## config.mk

```make
export PLATFORM = sky130hd
export DESIGN_NAME = rau_gcd
export DESIGN_NICKNAME = d
export VERILOG_FILES = /design/src/design/rau_pkg.sv /design/src/design/rau_gcd.sv
export SDC_FILE = /design/constraint.sdc
export NUM_CORES = 1
export LEC_CHECK = 0
export BUFFER_PORTS_ARGS = -buffer_cell sky130_fd_sc_hd__clkbuf_2
export CAP_MARGIN = 10
export CORE_ASPECT_RATIO = 1.5
export CORE_MARGIN = 5
export CORE_UTILIZATION = 40
export CTS_CLUSTER_SIZE = 20
export DETAILED_ROUTE_END_ITERATION = 8
export PLACE_DENSITY_LB_ADDON = 0.3
export SLEW_MARGIN = 20
export SYNTH_ARGS = -nofsm -noshare
export SYNTH_HDL_FRONTEND = slang
export SYNTH_SLANG_ARGS = --single-unit
```

## constraint.sdc

```tcl
create_clock -name clk -period 5.3 [get_ports clk]
set_input_delay 0.795 -clock clk [delete_from_list [all_inputs] [get_ports clk]]
set_output_delay 0.795 -clock clk [all_outputs]
set_load 0.01 [all_outputs]
```

## src/design/rau_pkg.sv

```systemverilog
// Shared constants and types for the rational arithmetic unit.
// No dependencies; used by rau_gcd, rau_div and rational_arithmetic_unit.
package rau_pkg;
  localparam int OP_W   = 32;
  localparam int DEN_W  = OP_W - 1;
  localparam int WIDE_W = 64;
  localparam int SH_W   = 7;

  localparam logic [1:0] CMD_ADD = 2'd0;
  localparam logic [1:0] CMD_SUB = 2'd1;
  localparam logic [1:0] CMD_MUL = 2'd2;
  localparam logic [1:0] CMD_DIV = 2'd3;

  localparam logic ST_OK   = 1'b0;
  localparam logic ST_DIV0 = 1'b1;

  // handshake between the sequencer and an iterative unit
  typedef struct packed {
    logic start;
  } unit_req_t;

  typedef struct packed {
    logic busy;
    logic done;
  } unit_rsp_t;
endpackage

```

## src/design/rau_gcd.sv

```systemverilog
// Binary greatest common divisor, one compare/subtract or shift per cycle.
// Depends on rau_pkg.
module rau_gcd (
  input  logic                        clk,
  input  logic                        rst_n,
  input  rau_pkg::unit_req_t          req,
  input  logic [rau_pkg::WIDE_W-1:0]  x_in,
  input  logic [rau_pkg::WIDE_W-1:0]  y_in,
  output rau_pkg::unit_rsp_t          rsp,
  output logic [rau_pkg::WIDE_W-1:0]  g_out
);
  typedef enum logic [1:0] {G_IDLE, G_RUN, G_DONE} gstate_t;

  gstate_t                     state_r;
  logic [rau_pkg::WIDE_W-1:0]  x_r, y_r, g_r;
  logic [rau_pkg::SH_W-1:0]    k_r;

  // hold operands, strip common twos, subtract the smaller from the larger
  always_ff @(posedge clk) begin
    if (!rst_n) begin
      state_r <= G_IDLE;
    end else begin
      case (state_r)
        G_IDLE: begin
          if (req.start) begin
            x_r     <= x_in;
            y_r     <= y_in;
            k_r     <= '0;
            state_r <= G_RUN;
          end
        end
        G_RUN: begin
          if (x_r == '0 || y_r == '0) begin
            g_r     <= (x_r | y_r) << k_r;
            state_r <= G_DONE;
          end else if (!x_r[0] && !y_r[0]) begin
            x_r <= x_r >> 1;
            y_r <= y_r >> 1;
            k_r <= k_r + 1'b1;
          end else if (!x_r[0]) begin
            x_r <= x_r >> 1;
          end else if (!y_r[0]) begin
            y_r <= y_r >> 1;
          end else if (x_r >= y_r) begin
            x_r <= x_r - y_r;
          end else begin
            y_r <= y_r - x_r;
          end
        end
        G_DONE:  state_r <= G_IDLE;
        default: state_r <= G_IDLE;
      endcase
    end
  end

  assign rsp.busy = (state_r != G_IDLE);
  assign rsp.done = (state_r == G_DONE);
  assign g_out    = g_r;
endmodule

```

==> impl_metrics.toml <==
[cts]
cts.sinks = 201
clkTransAtPathRegs_ns = 0.07
numCtsBuffers = 24
clockBufferDepth = 3
postCtsHoldBufs = 0
postCtsSetupBuffers = 0
cts_resized = 0
root_buffer = "clkbuf_16"
htree_levels = 1
cts_tree = "yes"
insertion_delay_ns = 0.56

[critical_path]
cp_max_fo = 24
worstSetupPathType = "register to register"
cp-startpoint = "x_r[0]$_DFFE_PP_"
endpoint = "x_r[7]$_DFFE_PP_"
worst_setup_path_end_kind = "register"
r2r_start = "x_r[0]$_DFFE_PP_"
timing.rr.end = "x_r[7]$_DFFE_PP_"
cp_data_required_time_ns = 5.59
rrSetupSlack_ns = 0.29
critPathArrivalTime_ns = 5.30
startpoint_type = "register"
reg2regPathDepth = 17

[placement]
numPortBuffers = 196
routabilityCongestion = 1.04
hpwl_um = 86100
post-place-ws_ns = 0.443
place_inst = 3376

[detailed_routing]
dr.pass1.iters = 7
wl_per_cell_um = 30.6
first_iter_violations = 2003
vias = 21575
drt-total-wl_um = 105000
antenna_left = 0
drc = 0
via_per_inst = 6.31

[finish]
drive_gt1_frac = 0.155
fin_nets = 3045
finalNonFillerCells = 3419
synthToLayoutAreaGrowth_pct = 12.6

[sta]
clock_skew_ns = 0.0148
finalCriticalPeriod_ns = 5.01
drv_slew = 0
slew_headroom = 0.148
tns_ns = 0
period_share = 0.945
fmax_ghz = 0.200
setup_viol = 0
rsz0062_at_grt = "no"
fin_ws_ns = 0.291
finalHoldWorstSlack_ns = 0.535
hold_viol_final = 0
worst_pin_slew_ns = 1.27

[yosys]
yosysWarnings = 0
ys_ff_latch = 201
yosys.area.top_type = "edfxtp_1"
synth.most_common_cell = "nor2_1"
synthCells = 2582
synth_flop_cell = "edfxtp_1"
synth_top_area_share = 0.280
syn_area_per_cell_um2 = 8.28
synthTopCellsByCount = "nor2_1, a21oi_1, nand2_1"
ys_async_sr_fraction = 0
yosys.cell_types.count = 82
yosysSeqAreaShare = 0.281
synthesis.nets = 2907
synth_area_um2 = 21400
synth-edff-count = 199
ys_top_cells_by_area = "edfxtp_1, ha_1, a21oi_1, nor2_1, xnor2_1"

[power]
p_leak_nw = 9.86
p_per_area_nw_per_um2 = 281
power_w = 0.00677
ir_drop_v = 0.000255

[run]
drv_cap = 0

[die]
io_pins = 197
start_util = 0.405
die_h_um = 293
die_w_um = 199
core_area_um2 = 52800
dieArea_um2 = 58300
num_rows = 103

[status]
status = "finished clean"

[global_routing]
grt_overflow_total = 0
antenna_found_initial = 4
grt_pass1_vias = 21468
groute.usage.overall = 0.346
grt_first_pass_wirelength_um = 149000
grt_max_degree = 74

[min_path]
hold_class = "primary input to register"
whs_path_depth = 3
hp-start = "x_in[14]"
-- per-layer routing --
layer,GRT usage,part of all wire,vias to the layer above
li1,-,-,9678
met1,0.377,0.35,10440
met2,0.607,0.49,1105
met3,0.0501,0.068,352
met4,0.248,0.093,0
met5,0,0,-
-- registers in the layout, indices dropped and copies added (netlist names) --
name     flops
y_r         64
x_r         64
g_out       64
state_r      2
k_r          7
-- logic make-up (layout without fill, tap and decap cells) --
kind of cell	Yosys count	after routing	synth area share
fa+ha+maj	194	194	0.114
simple gates	795	795	0.168
mux	114	114	0.0794
xor+xnor	125	125	0.0512
buf+inv	373	527	0.0684
flops	201	201	0.281
other cells	0	1	0
compound gates	780	780	0.237
-- how the worst min path moves through the flow --
stage,end
3_3_place_gp,state_r[0]$_SDFFE_PN0P_
6_report,x_r[14]$_DFFE_PP_
4_1_cts,x_r[14]$_DFFE_PP_
2_1_floorplan,state_r[0]$_SDFFE_PN0P_
5_1_grt,x_r[14]$_DFFE_PP_
3_5_place_dp,state_r[0]$_SDFFE_PN0P_
-- worst max-delay path: stages (launching register included) --
cell and delay [ns]:
edfxtp_1 0.49, inv_1 0.16, ha_1 0.22, inv_1 0.07, fa_1 0.40, nor2b_1 0.18, o311ai_0 0.39, a311oi_1 0.22
a211oi_1 0.36, buf_4 0.20, o21ai_2 0.12, o21ai_1 0.32, a21o_2 0.27, a211oi_4 0.08, buf_4 0.24, buf_4 0.28
a221oi_1 0.62, nor2_1 0.08
-- through the flow --
step | utilization | instance area, µm²
floorplan | - | 21400
global placement | 0.439 | 23200
detailed placement | 0.440 | 23200
CTS | 0.455 | 24100
global route | 0.455 | 24100
finish | 0.455 | 24100
-- power by group --
| part | internal (W) | total, W | switching, W |
|---|---|---|---|
| logic | 0.000985 | 0.00292 | 0.00194 |
| registers | 0.00188 | 0.00203 | 0.000147 |
| clock network | 0.00105 | 0.00182 | 0.000772 |
-- cell type report --
cell class | count | area (µm²)
inverter | 207 | 777
multi-input combinational | 2008 | 14000
antenna | 1 | 2.50
clock buffer | 26 | 629
clock inverter | 16 | 191
timing repair buffer | 278 | 1630
fill | 5351 | 28800
sequential | 201 | 6020
tap | 682 | 853
-- layout by cell type (no fill, tap or decap), drive strengths merged, types with 28 or more instances in the layout --
cell type    n
nand2      213
nor3        34
o21ai      156
a221oi      63
xnor2      122
clkbuf     222
a211oi      32
o31ai       47
nor2       335
o21bai      48
mux2i       56
a21oi      261
nor4        84
a22oi       35
buf         82
ha         192
inv        205
mux4        43
edfxtp     199
nand3       28
(Power assumes the default switching activity.)
