`src/design/rau_pkg.sv`:
```
// Shared constants and types for the rational arithmetic unit.
// No dependencies; used by rau_gcd, rau_div and rational_arithmetic_unit.
package rau_pkg;
  localparam int OP_W   = 32;
  localparam int DEN_W  = OP_W - 1;
  localparam int WIDE_W = 64;
  localparam int SH_W   = 7;

  localparam logic [1:0] CMD_ADD = 2'd0;
  localparam logic [1:0] CMD_SUB = 2'd1;
  localparam logic [1:0] CMD_MUL = 2'd2;
  localparam logic [1:0] CMD_DIV = 2'd3;

  localparam logic ST_OK   = 1'b0;
  localparam logic ST_DIV0 = 1'b1;

  // handshake between the sequencer and an iterative unit
  typedef struct packed {
    logic start;
  } unit_req_t;

  typedef struct packed {
    logic busy;
    logic done;
  } unit_rsp_t;
endpackage

```
`src/design/rau_div.sv`:
```
// Restoring divider, one quotient bit per cycle; divisor must be non-zero.
// Depends on rau_pkg.
module rau_div (
  input  logic                        clk,
  input  logic                        rst_n,
  input  rau_pkg::unit_req_t          req,
  input  logic [rau_pkg::WIDE_W-1:0]  dividend,
  input  logic [rau_pkg::WIDE_W-1:0]  divisor,
  output rau_pkg::unit_rsp_t          rsp,
  output logic [rau_pkg::WIDE_W-1:0]  quotient
);
  logic                        run_r, done_r;
  logic [rau_pkg::SH_W-1:0]    cnt_r;
  logic [rau_pkg::WIDE_W:0]    rem_r, rem_sh;
  logic [rau_pkg::WIDE_W-1:0]  quo_r, dsr_r;

  assign rem_sh = {rem_r[rau_pkg::WIDE_W-1:0], quo_r[rau_pkg::WIDE_W-1]};

  // shift in one dividend bit, subtract where it fits
  always_ff @(posedge clk) begin
    if (!rst_n) begin
      run_r  <= 1'b0;
      done_r <= 1'b0;
    end else begin
      done_r <= 1'b0;
      if (req.start && !run_r) begin
        run_r <= 1'b1;
        cnt_r <= '0;
        rem_r <= '0;
        quo_r <= dividend;
        dsr_r <= divisor;
      end else if (run_r) begin
        if (rem_sh >= {1'b0, dsr_r}) begin
          rem_r <= rem_sh - {1'b0, dsr_r};
          quo_r <= {quo_r[rau_pkg::WIDE_W-2:0], 1'b1};
        end else begin
          rem_r <= rem_sh;
          quo_r <= {quo_r[rau_pkg::WIDE_W-2:0], 1'b0};
        end
        cnt_r <= cnt_r + 1'b1;
        if (cnt_r == rau_pkg::SH_W'(rau_pkg::WIDE_W - 1)) begin
          run_r  <= 1'b0;
          done_r <= 1'b1;
        end
      end
    end
  end

  assign rsp.busy = run_r;
  assign rsp.done = done_r;
  assign quotient = quo_r;
endmodule

```
`config.mk`:
```
export PLATFORM = sky130hd
export DESIGN_NAME = rau_div
export DESIGN_NICKNAME = d
export VERILOG_FILES = /design/src/design/rau_pkg.sv /design/src/design/rau_div.sv
export SDC_FILE = /design/constraint.sdc
export NUM_CORES = 1
export LEC_CHECK = 0
export BUFFER_PORTS_ARGS = -buffer_cell sky130_fd_sc_hd__buf_2
export CORE_MARGIN = 3
export CORE_UTILIZATION = 44
export DETAILED_ROUTE_END_ITERATION = 16
export GPL_ROUTABILITY_DRIVEN = 0
export PLACE_DENSITY = 0.73
export SLEW_MARGIN = 5
export SYNTH_ARGS = -nofsm -noshare
export SYNTH_HDL_FRONTEND = slang
export SYNTH_SLANG_ARGS = --single-unit
export TNS_END_PERCENT = 100
```
`constraint.sdc`:
```
create_clock -name clk -period 15.82 [get_ports clk]
set_input_delay 4.746 -clock clk [delete_from_list [all_inputs] [get_ports clk]]
set_output_delay 4.746 -clock clk [all_outputs]
set_load 0.03 [all_outputs]
```
==> flow_metrics.tcl, run 1 <==
set metrics [dict create \
    final_net_count 1613 \
    wirelength_mm 29.9 \
    die_h_um 171 \
    netlist_area_mm2 0.0119 \
    grt_use_total_pct 20.0 \
    clock_latency_ns 0.51 \
    part_of_the_yosys_area_used_for_sequential_elements_pct 50.5 \
    worst_ir_drop_vdd_uv 82.0 \
    asyncSetResetFlopFracSynth_pct 0 \
    num-fill-cells 2390 \
    worst-r2r-setup-slack_ns 11.76 \
    most_instantiated_cells_after_synthesis "nand2_1, edfxtp_1, a21oi_1" \
    ctsHtreeMaxLevel 1 \
    max_slew_violation_count 0 \
    startpoint_type "input port" \
    cts.sinks 201 \
    cts_resized 0 \
    postSynthRegisterBits 201 \
    timing.critical_path.max_delay_family "buffers and inverters" \
    p_leak_nw 5.97 \
    first_iter_violations 636 \
    cts_tree "built" \
    cellPowerDensity_mw_per_mm2 117 \
    clk_pin_slew_ns 0.06 \
    clock-skew-final_ns 0.0154 \
    cell_type_with_the_largest_total_area_after_synthesis "edfxtp_1" \
    outcome "completed" \
    grt_pass1_vias 9460 \
    antenna_cells 0 \
    grt_overflow_total 0 \
    synth_top_area_share_pct 50.2 \
    avgViaCountPerCell 5.50 \
    number_of_top_level_pins 197 \
    slew_headroom_pct 33.3 \
    timing.critical_path.cells "buf_2, o21a_4, buf_4" \
    critical-path-slowest-cell "buf_4" \
    final_critical_path_setup_slack_ns 9.38 \
    final.setup.tns_ns 0 \
    placeableCoreArea_mm2 0.0264 \
    grt_max_degree 85 \
    place.port_buffers 196 \
    wire_length_of_the_first_global_routing_pass_mm 47.7 \
    worst_pin_slew_ns 1.00 \
    antenna_violations_before_repair 1 \
    worst-setup-path-type "in2reg" \
    postCtsSetupBuffers 0 \
    std_cell_rows 59 \
    chipWidth_um 171 \
    area_growth_syn_to_layout_pct 15.9 \
    ctsHoldBuffers 0 \
    cpPeakStageDelay_ns 0.84 \
    start_util_pct 45.2 \
    max_freq_ghz 0.155 \
    maxCapViolCount 0 \
    critPathBufInv 2 \
    setup_repair_after_global_routing_missed_its_margin "false" \
    cts_max_path_buffers 3 \
    ys_types 62 \
    critical_path.max_fanout 73 \
    hpwl_mm 21.3 \
    layout_min_cycle_time_ns 6.44 \
    ant_nets 0 \
    number_of_enable_type_register_cells_in_the_synthesized_netlist 199 \
    place_ws_ns 8.84 \
    report.final.setup_viol 0 \
    synth_nets 1449 \
    synth.most_common_cell "nand2_1" \
    cts_inserted_buffers 23 \
    postSynth.topFlopCell "edfxtp_1" \
    floorplan.die_area_mm2 0.0291 \
    detailroute.via_count 9707 \
    yosys-top-cells-area "edfxtp_1, nand2_1, ha_1" \
    report.final.hold_viol_count 0 \
    timing.final.crit_share_pct 40.7 \
    syn_area_per_cell_um2 9.51 \
    hold_path_class "reg2reg" \
    end_kind "flip-flop" \
    critPathArrivalTime_ns 6.57 \
    worstPathRequired_ns 15.95 \
    drt-wirelength-per-cell_um 16.9 \
    yosysWarnings 0 \
    remaining_drc_errors 0 \
    netlist_instances 1252 \
    clock_tree.root_cell "clkbuf_16" \
    post_route_cells_drive_above_1_share_pct 19.0 \
    drt-pass1-iter-count 6 \
]
per-stage QoR:
| step | total power, mW | hold slack [ns] | instance area (um2) | instances | util, % |
|---|---|---|---|---|---|
| 2_1_floorplan | 1.00 | 0.513 | 11900 | 1252 | - |
| 3_3_place_gp | 1.10 | 0.519 | 13100 | 1726 | 49.6 |
| 3_5_place_dp | 1.10 | 0.527 | 13100 | 1726 | 49.6 |
| 4_1_cts | 1.63 | 0.544 | 13800 | 1765 | 52.4 |
| 5_1_grt | 1.71 | 0.572 | 13800 | 1765 | 52.4 |
| 6_report | 1.62 | 0.541 | 13800 | 1765 | 52.4 |
kinds of logic (layout without fill, tap and decap cells):
family                     Yosys count  after routing  synth area share (%)
xor gates and xnor gates            62             62                  4.56
buffers and inverters              142            320                  4.98
muxes                                1              1                0.0841
AOI/OAI and AO/OA                  290            290                  15.1
and+or+nand+nor                    490            490                  17.8
adders and majority gates           66             66                  7.00
DFF                                201            201                  50.5
layer usage:
layer / vias up / track usage [%] / part of all wire (%)
met5: - / 0 / 0.023
met4: 2 / 4.66 / 2.0
met3: 50 / 5.13 / 8.1
met2: 346 / 33.7 / 47
met1: 4556 / 26.0 / 43
li1: 4753 / - / -
final cells by class:
class | instances | area, um2 | share of cell area (%)
well taps | 335 | 419 | 3.04
multi-input cells | 909 | 5320 | 38.6
inverters | 79 | 297 | 2.15
repair buffers | 202 | 1030 | 7.43
flip-flops and latches | 201 | 6020 | 43.6
clock inverters | 13 | 133 | 0.961
clock buffers | 26 | 587 | 4.25
cells in the final DEF, fill, tap and decap left out, drive strengths merged, types with 4 or more instances in the layout:
cell type,count
a21o,26
nor4,5
and3,4
nand4,22
o31ai,5
buf,202
and2,5
o21bai,10
ha,65
or2,5
nor3,13
inv,79
o21a,6
a211oi,21
clkbuf,26
nand2,322
edfxtp,199
clkinv,10
nor2,62
o21ai,57
nand2b,13
xor2,29
xnor2,33
nor2b,7
a21oi,125
o211ai,10
nand3,20
a31oi,10
tightest hold or removal path, delay by kind of cell (launching register included):
kind / cells / cell delay (ns)
DFF: 1 / 0.33
and+or+nand+nor: 2 / 0.11
registers in the layout, summed over array words and instances (netlist names):
name / flops
dsr_r: 64
done_r: 1
quotient: 64
rem_r: 64
run_r: 1
cnt_r: 7
report_power, final:
group / leakage (nW) / switching [mW] / internal (mW)
Clock: 0.354 / 0.209 / 0.312
Combinational: 3.70 / 0.268 / 0.157
Sequential: 1.92 / 0.0243 / 0.649
Total: 5.97 / 0.501 / 1.12
path summary, 6_finish.rpt:
| check | endpoint | start | cells past startpoint |
|---|---|---|---|
| max | rem_r[47] | req | 3 |
| min | quotient[59] | quotient[58] | 2 |
| max reg2reg | rem_r[59] | rem_r[33] | 11 |
| min reg2reg | quotient[59] | quotient[58] | 2 |
(Power assumes the default switching activity.)
==> inputs of run 2 (changes only) <==
PLACE_DENSITY = 0.75   (was 0.73)
clock period = 5.9 ns   (was 15.82 ns; I/O delays follow)
==> run 2 against run 1 <==
- core utilization up 0.31 points
- final area up 0.60%
- clock skew about the same
- power rose to 2.7 times the previous value
- sequential share of layout area down 0.26 points
- critical path type is now reg2reg
==> flow_metrics.tcl, run 2 (same netlist as run 1, synthesis figures left out) <==
set metrics [dict create \
    final_cell_mix "nand2_1, edfxtp_1, buf_2" \
    place.port_buffers 196 \
    final_common_cell "nand2_1" \
    wire_length_of_the_first_global_routing_pass_mm 48.6 \
    worst-r2r-setup-slack_ns 1.60 \
    final_net_count 1614 \
    remaining_drc_errors 0 \
    postCtsSetupBuffers 0 \
    detailroute.via_count 9732 \
    post_route_cells_drive_above_1_share_pct 19.2 \
    wirelength_mm 29.8 \
    ant_nets 0 \
    cts_max_path_buffers 3 \
    worstPathRequired_ns 6.25 \
    clock_tree.root_cell "clkbuf_16" \
    ctsHoldBuffers 0 \
    startpoint_type "flip-flop" \
    worstHoldStart "quotient[5]" \
    hold_path_class "reg2reg" \
    cts_tree "built" \
    max_slew_violation_count 0 \
    cts_resized 0 \
    worst_ir_drop_vdd_uv 283 \
    worst_pin_slew_ns 1.09 \
    critical_path.max_fanout 51 \
    grt_pass1_vias 9620 \
    grt_max_degree 72 \
    ctsHtreeMaxLevel 1 \
    final.setup.tns_ns 0 \
    worst_r2r_startpoint "rem_r[40]" \
    maxCapViolCount 0 \
    avgViaCountPerCell 5.50 \
    grt_overflow_total 0 \
    antenna_violations_before_repair 0 \
    antenna_cells 0 \
    clock-skew-final_ns 0.0154 \
    chipWidth_um 171 \
    floorplan.die_area_mm2 0.0291 \
    outcome "completed" \
    first_iter_violations 823 \
    hpwl_mm 21.6 \
    die_h_um 171 \
    slew_headroom_pct 27.1 \
    worst-setup-path-type "reg2reg" \
    report.final.setup_viol 0 \
    max_freq_ghz 0.233 \
    timing.final.crit_share_pct 72.9 \
    totalPowerFinal_mw 4.44 \
    p_leak_nw 6.01 \
    grt_use_total_pct 20.3 \
    drt-pass1-iter-count 5 \
    cts.sinks 201 \
    clock_latency_ns 0.52 \
    critPathLaunch "rem_r[40]" \
    std_cell_rows 59 \
    report.final.hold_viol_count 0 \
    start_util_pct 45.2 \
    cellPowerDensity_mw_per_mm2 320 \
    drt-wirelength-per-cell_um 16.9 \
    layout_min_cycle_time_ns 4.30 \
    cts_inserted_buffers 23 \
    number_of_top_level_pins 197 \
    critPathArrivalTime_ns 4.65 \
    end_kind "flip-flop" \
    clk_pin_slew_ns 0.06 \
    placeableCoreArea_mm2 0.0264 \
    area_growth_syn_to_layout_pct 16.6 \
    setup_repair_after_global_routing_missed_its_margin "false" \
]
[run 2: changes by cell type in the layout (fill, tap and decap cells not counted), sizes merged]
cell | previous run | this run
bufinv | 3 | 4
clkinv | 10 | 9
inv | 79 | 80
clkinvlp | 0 | 1
clkbuf | 26 | 27
buf | 202 | 203
[run 2: through the flow]
stage | hold slack [ns] | setup WS [ns] | utilization [%] | std cells | instance area [um2]
after global placement | 0.521 | 1.77 | 49.7 | 1727 | 13100
after floorplan | 0.513 | 0.579 | - | 1252 | 11900
after detailed placement | 0.529 | 1.69 | 49.7 | 1727 | 13100
after CTS | 0.544 | 1.64 | 52.7 | 1769 | 13900
final | 0.540 | 1.60 | 52.7 | 1769 | 13900
after global routing | 0.555 | 1.27 | 52.7 | 1769 | 13900
[run 2: per-layer routing]
| metal | share of wire, % | wire (um) | GRT usage [%] | vias to the layer above |
|---|---|---|---|---|
| met3 | 7.4 | 2210 | 4.51 | 45 |
| met1 | 43 | 12900 | 27.0 | 4606 |
| met2 | 47 | 14000 | 33.8 | 348 |
| li1 | - | - | - | 4733 |
| met5 | 0 | 0 | 0 | - |
| met4 | 2.3 | 691 | 5.43 | 0 |
[run 2: worst paths after layout]
path,to,cells after the start
worst max-delay path,rem_r[29],10
worst max register to register,rem_r[29],10
worst min-delay path,quotient[6],2
worst min register to register,quotient[6],2
[run 2: area by class of cell]
class,instances,area [um2]
tap,335,419
multi-input combinational,909,5320
clock inverter,15,191
clock buffer,27,591
sequential,201,6020
timing repair buffer,203,1050
fill,2402,12500
inverter,79,297
[run 2: where the power goes]
| group | internal, mW | leakage, nW | switching [mW] |
|---|---|---|---|
| Combinational | 0.424 | 3.71 | 0.725 |
| Sequential | 1.74 | 1.92 | 0.0616 |
| Clock | 0.897 | 0.381 | 0.590 |
| Total | 3.06 | 6.01 | 1.38 |
[run 2: critical path, cell delays in order (launching register included)]
cell and delay [ns]:
edfxtp_1 0.43, ha_1 0.49, nand4_1 0.21, or4b_1 0.58, a311oi_2 0.28, o2111ai_1 0.22
a21oi_2 0.28, or2_2 0.89, buf_4 0.43, nor2_1 0.07, a211oi_1 0.23
==> inputs of run 3 (changes only) <==
clock period = 3.58 ns   (was 5.9 ns; I/O delays follow)
==> run 3 against run 2 <==
- worst setup slack lost 1.4 ns
- non-clock buffer count grew 26
- register-to-register slack lost 1.4 ns
- final area grew 2.4%
- largest cell class unchanged
- maximum frequency grew 28%
==> flow_metrics.tcl, run 3 (same netlist as run 1, synthesis figures left out) <==
set metrics [dict create \
    worstHoldStart "quotient[3]" \
    timing.final.crit_share_pct 93.5 \
    final.setup.tns_ns 0 \
    startpoint_type "flip-flop" \
    worst_ir_drop_vdd_uv 402 \
    hold_path_class "reg2reg" \
    placeableCoreArea_mm2 0.0264 \
    final_common_cell "nand2_1" \
    num-fill-cells 2382 \
    worst_pin_slew_ns 0.550 \
    multi_input_area_mm2 0.00537 \
    grt_pass1_vias 9732 \
    grt_use_total_pct 20.5 \
    critPathLaunch "rem_r[2]" \
    maxCapViolCount 0 \
    ctsHtreeMaxLevel 1 \
    final-seq-area_mm2 0.00602 \
    worst_r2r_startpoint "rem_r[2]" \
    final_critical_path_setup_slack_ns 0.233 \
    worstPathRequired_ns 3.86 \
    std_cell_rows 59 \
    remaining_drc_errors 0 \
    die_h_um 171 \
    end_kind "flip-flop" \
    slew_headroom_pct 63.0 \
    drt-pass1-iter-count 5 \
    antenna_cells 0 \
    report.final.setup_viol 0 \
    outcome "completed" \
    place.port_buffers 196 \
    antenna_violations_before_repair 0 \
    grt_overflow_total 0 \
    max_slew_violation_count 0 \
    cts_tree "built" \
    layout_min_cycle_time_ns 3.35 \
    detailroute.via_count 9846 \
    wirelength_mm 30.4 \
    hpwl_mm 22.2 \
    critical-path-slowest-cell "edfxtp_1" \
    number_of_top_level_pins 197 \
    area_growth_syn_to_layout_pct 19.4 \
    start_util_pct 45.2 \
    cts.sinks 201 \
    drt-wirelength-per-cell_um 16.9 \
    clock_tree.root_cell "clkbuf_16" \
    cpPeakStageDelay_ns 0.42 \
    cts_inserted_buffers 25 \
    cellPowerDensity_mw_per_mm2 521 \
    worst-setup-path-type "reg2reg" \
    clock-skew-final_ns 0.0119 \
    first_iter_violations 704 \
    critPathArrivalTime_ns 3.63 \
    floorplan.die_area_mm2 0.0291 \
    final_net_count 1642 \
    timing.critical_path.cells "ha_1, o211ai_1, a21oi_1, o21ai_0, o21ai_1, a41oi_1, o31ai_2, a41oi_1, o21ai_1, and3_1, nor3_1" \
    chipWidth_um 171 \
    cts_max_path_buffers 3 \
    avgViaCountPerCell 5.47 \
    ant_nets 0 \
    clock_latency_ns 0.54 \
    p_leak_nw 6.16 \
    max_freq_ghz 0.299 \
    clk_pin_slew_ns 0.06 \
    critical_path.max_fanout 5 \
    final_cell_mix "nand2_1, edfxtp_1, buf_2" \
    report.final.hold_viol_count 0 \
    grt_max_degree 72 \
    wire_length_of_the_first_global_routing_pass_mm 49.1 \
    setup_repair_after_global_routing_missed_its_margin "false" \
    post_route_cells_drive_above_1_share_pct 21.4 \
    place_ws_ns 0.111 \
]
run 3: cell count changes in the layout (fill, tap and decap cells not counted), moves of 2 or more:
cell	change
ha_2	+8
buf_4	+18
clkinv_1	+6
clkbuf_16	+2
a211oi_2	+2
bufinv_16	-2
buf_12	+7
a211oi_1	-2
ha_1	-8
clkbuf_1	-2
run 3: final timing paths:
path | to | slack (ns) | cells past startpoint
max | rem_r[59] | 0.23 | 11
min | quotient[4] | 0.54 | 2
max reg2reg | rem_r[59] | 0.23 | 11
min reg2reg | quotient[4] | 0.54 | 2
run 3: per-layer routing:
| layer | wire length, um | up-vias | global-route usage [%] |
|---|---|---|---|
| met5 | 0 | - | 0 |
| met4 | 705 | 0 | 5.40 |
| met3 | 2520 | 46 | 4.97 |
| met2 | 14400 | 389 | 34.4 |
| met1 | 12800 | 4611 | 26.8 |
| li1 | - | 4800 | - |
run 3: report_power, final:
group / internal [mW] / leakage, nW / switching [mW]
Clock: 1.42 / 0.384 / 1.01
Sequential: 2.87 / 1.92 / 0.105
Combinational: 0.777 / 3.86 / 1.22
Total: 5.07 / 6.16 / 2.34
run 3: worst max-delay path: cells and delay by family (launching register included):
family                     cells  cell delay, ns
AOI/OAI and AO/OA              8            2.02
adders and majority gates      1            0.41
and+or+nand+nor                2            0.23
DFF                            1            0.42
run 3: timing repair:
item	CTS	global route
hold buffers	0	0
buffers inserted	0	1
gates resized for setup	0	14
setup endpoints to repair	0	36
endpoints found under the hold margin	0	0
run 3: final cells by class:
type                    instances  share of cell area [%]
flip-flops and latches        201                    42.3
multi-input cells             909                    37.8
repair buffers                229                    9.37
clock buffers                  27                    4.45
well taps                     335                    2.95
inverters                      79                    2.09
clock inverters                19                    1.08
run 3: metrics by stage:
stage                     hold slack, ns  utilization [%]  instance area, um2  cells  total power, mW
after CTS                          0.546             53.7               14200   1798             7.43
final                              0.545             54.0               14200   1799             7.41
after detailed placement           0.530             50.8               13400   1752             4.97
after global placement             0.521             50.8               13400   1752             4.93
after global routing               0.578             54.0               14200   1799             7.78
after floorplan                    0.513                -               11900   1252             4.42
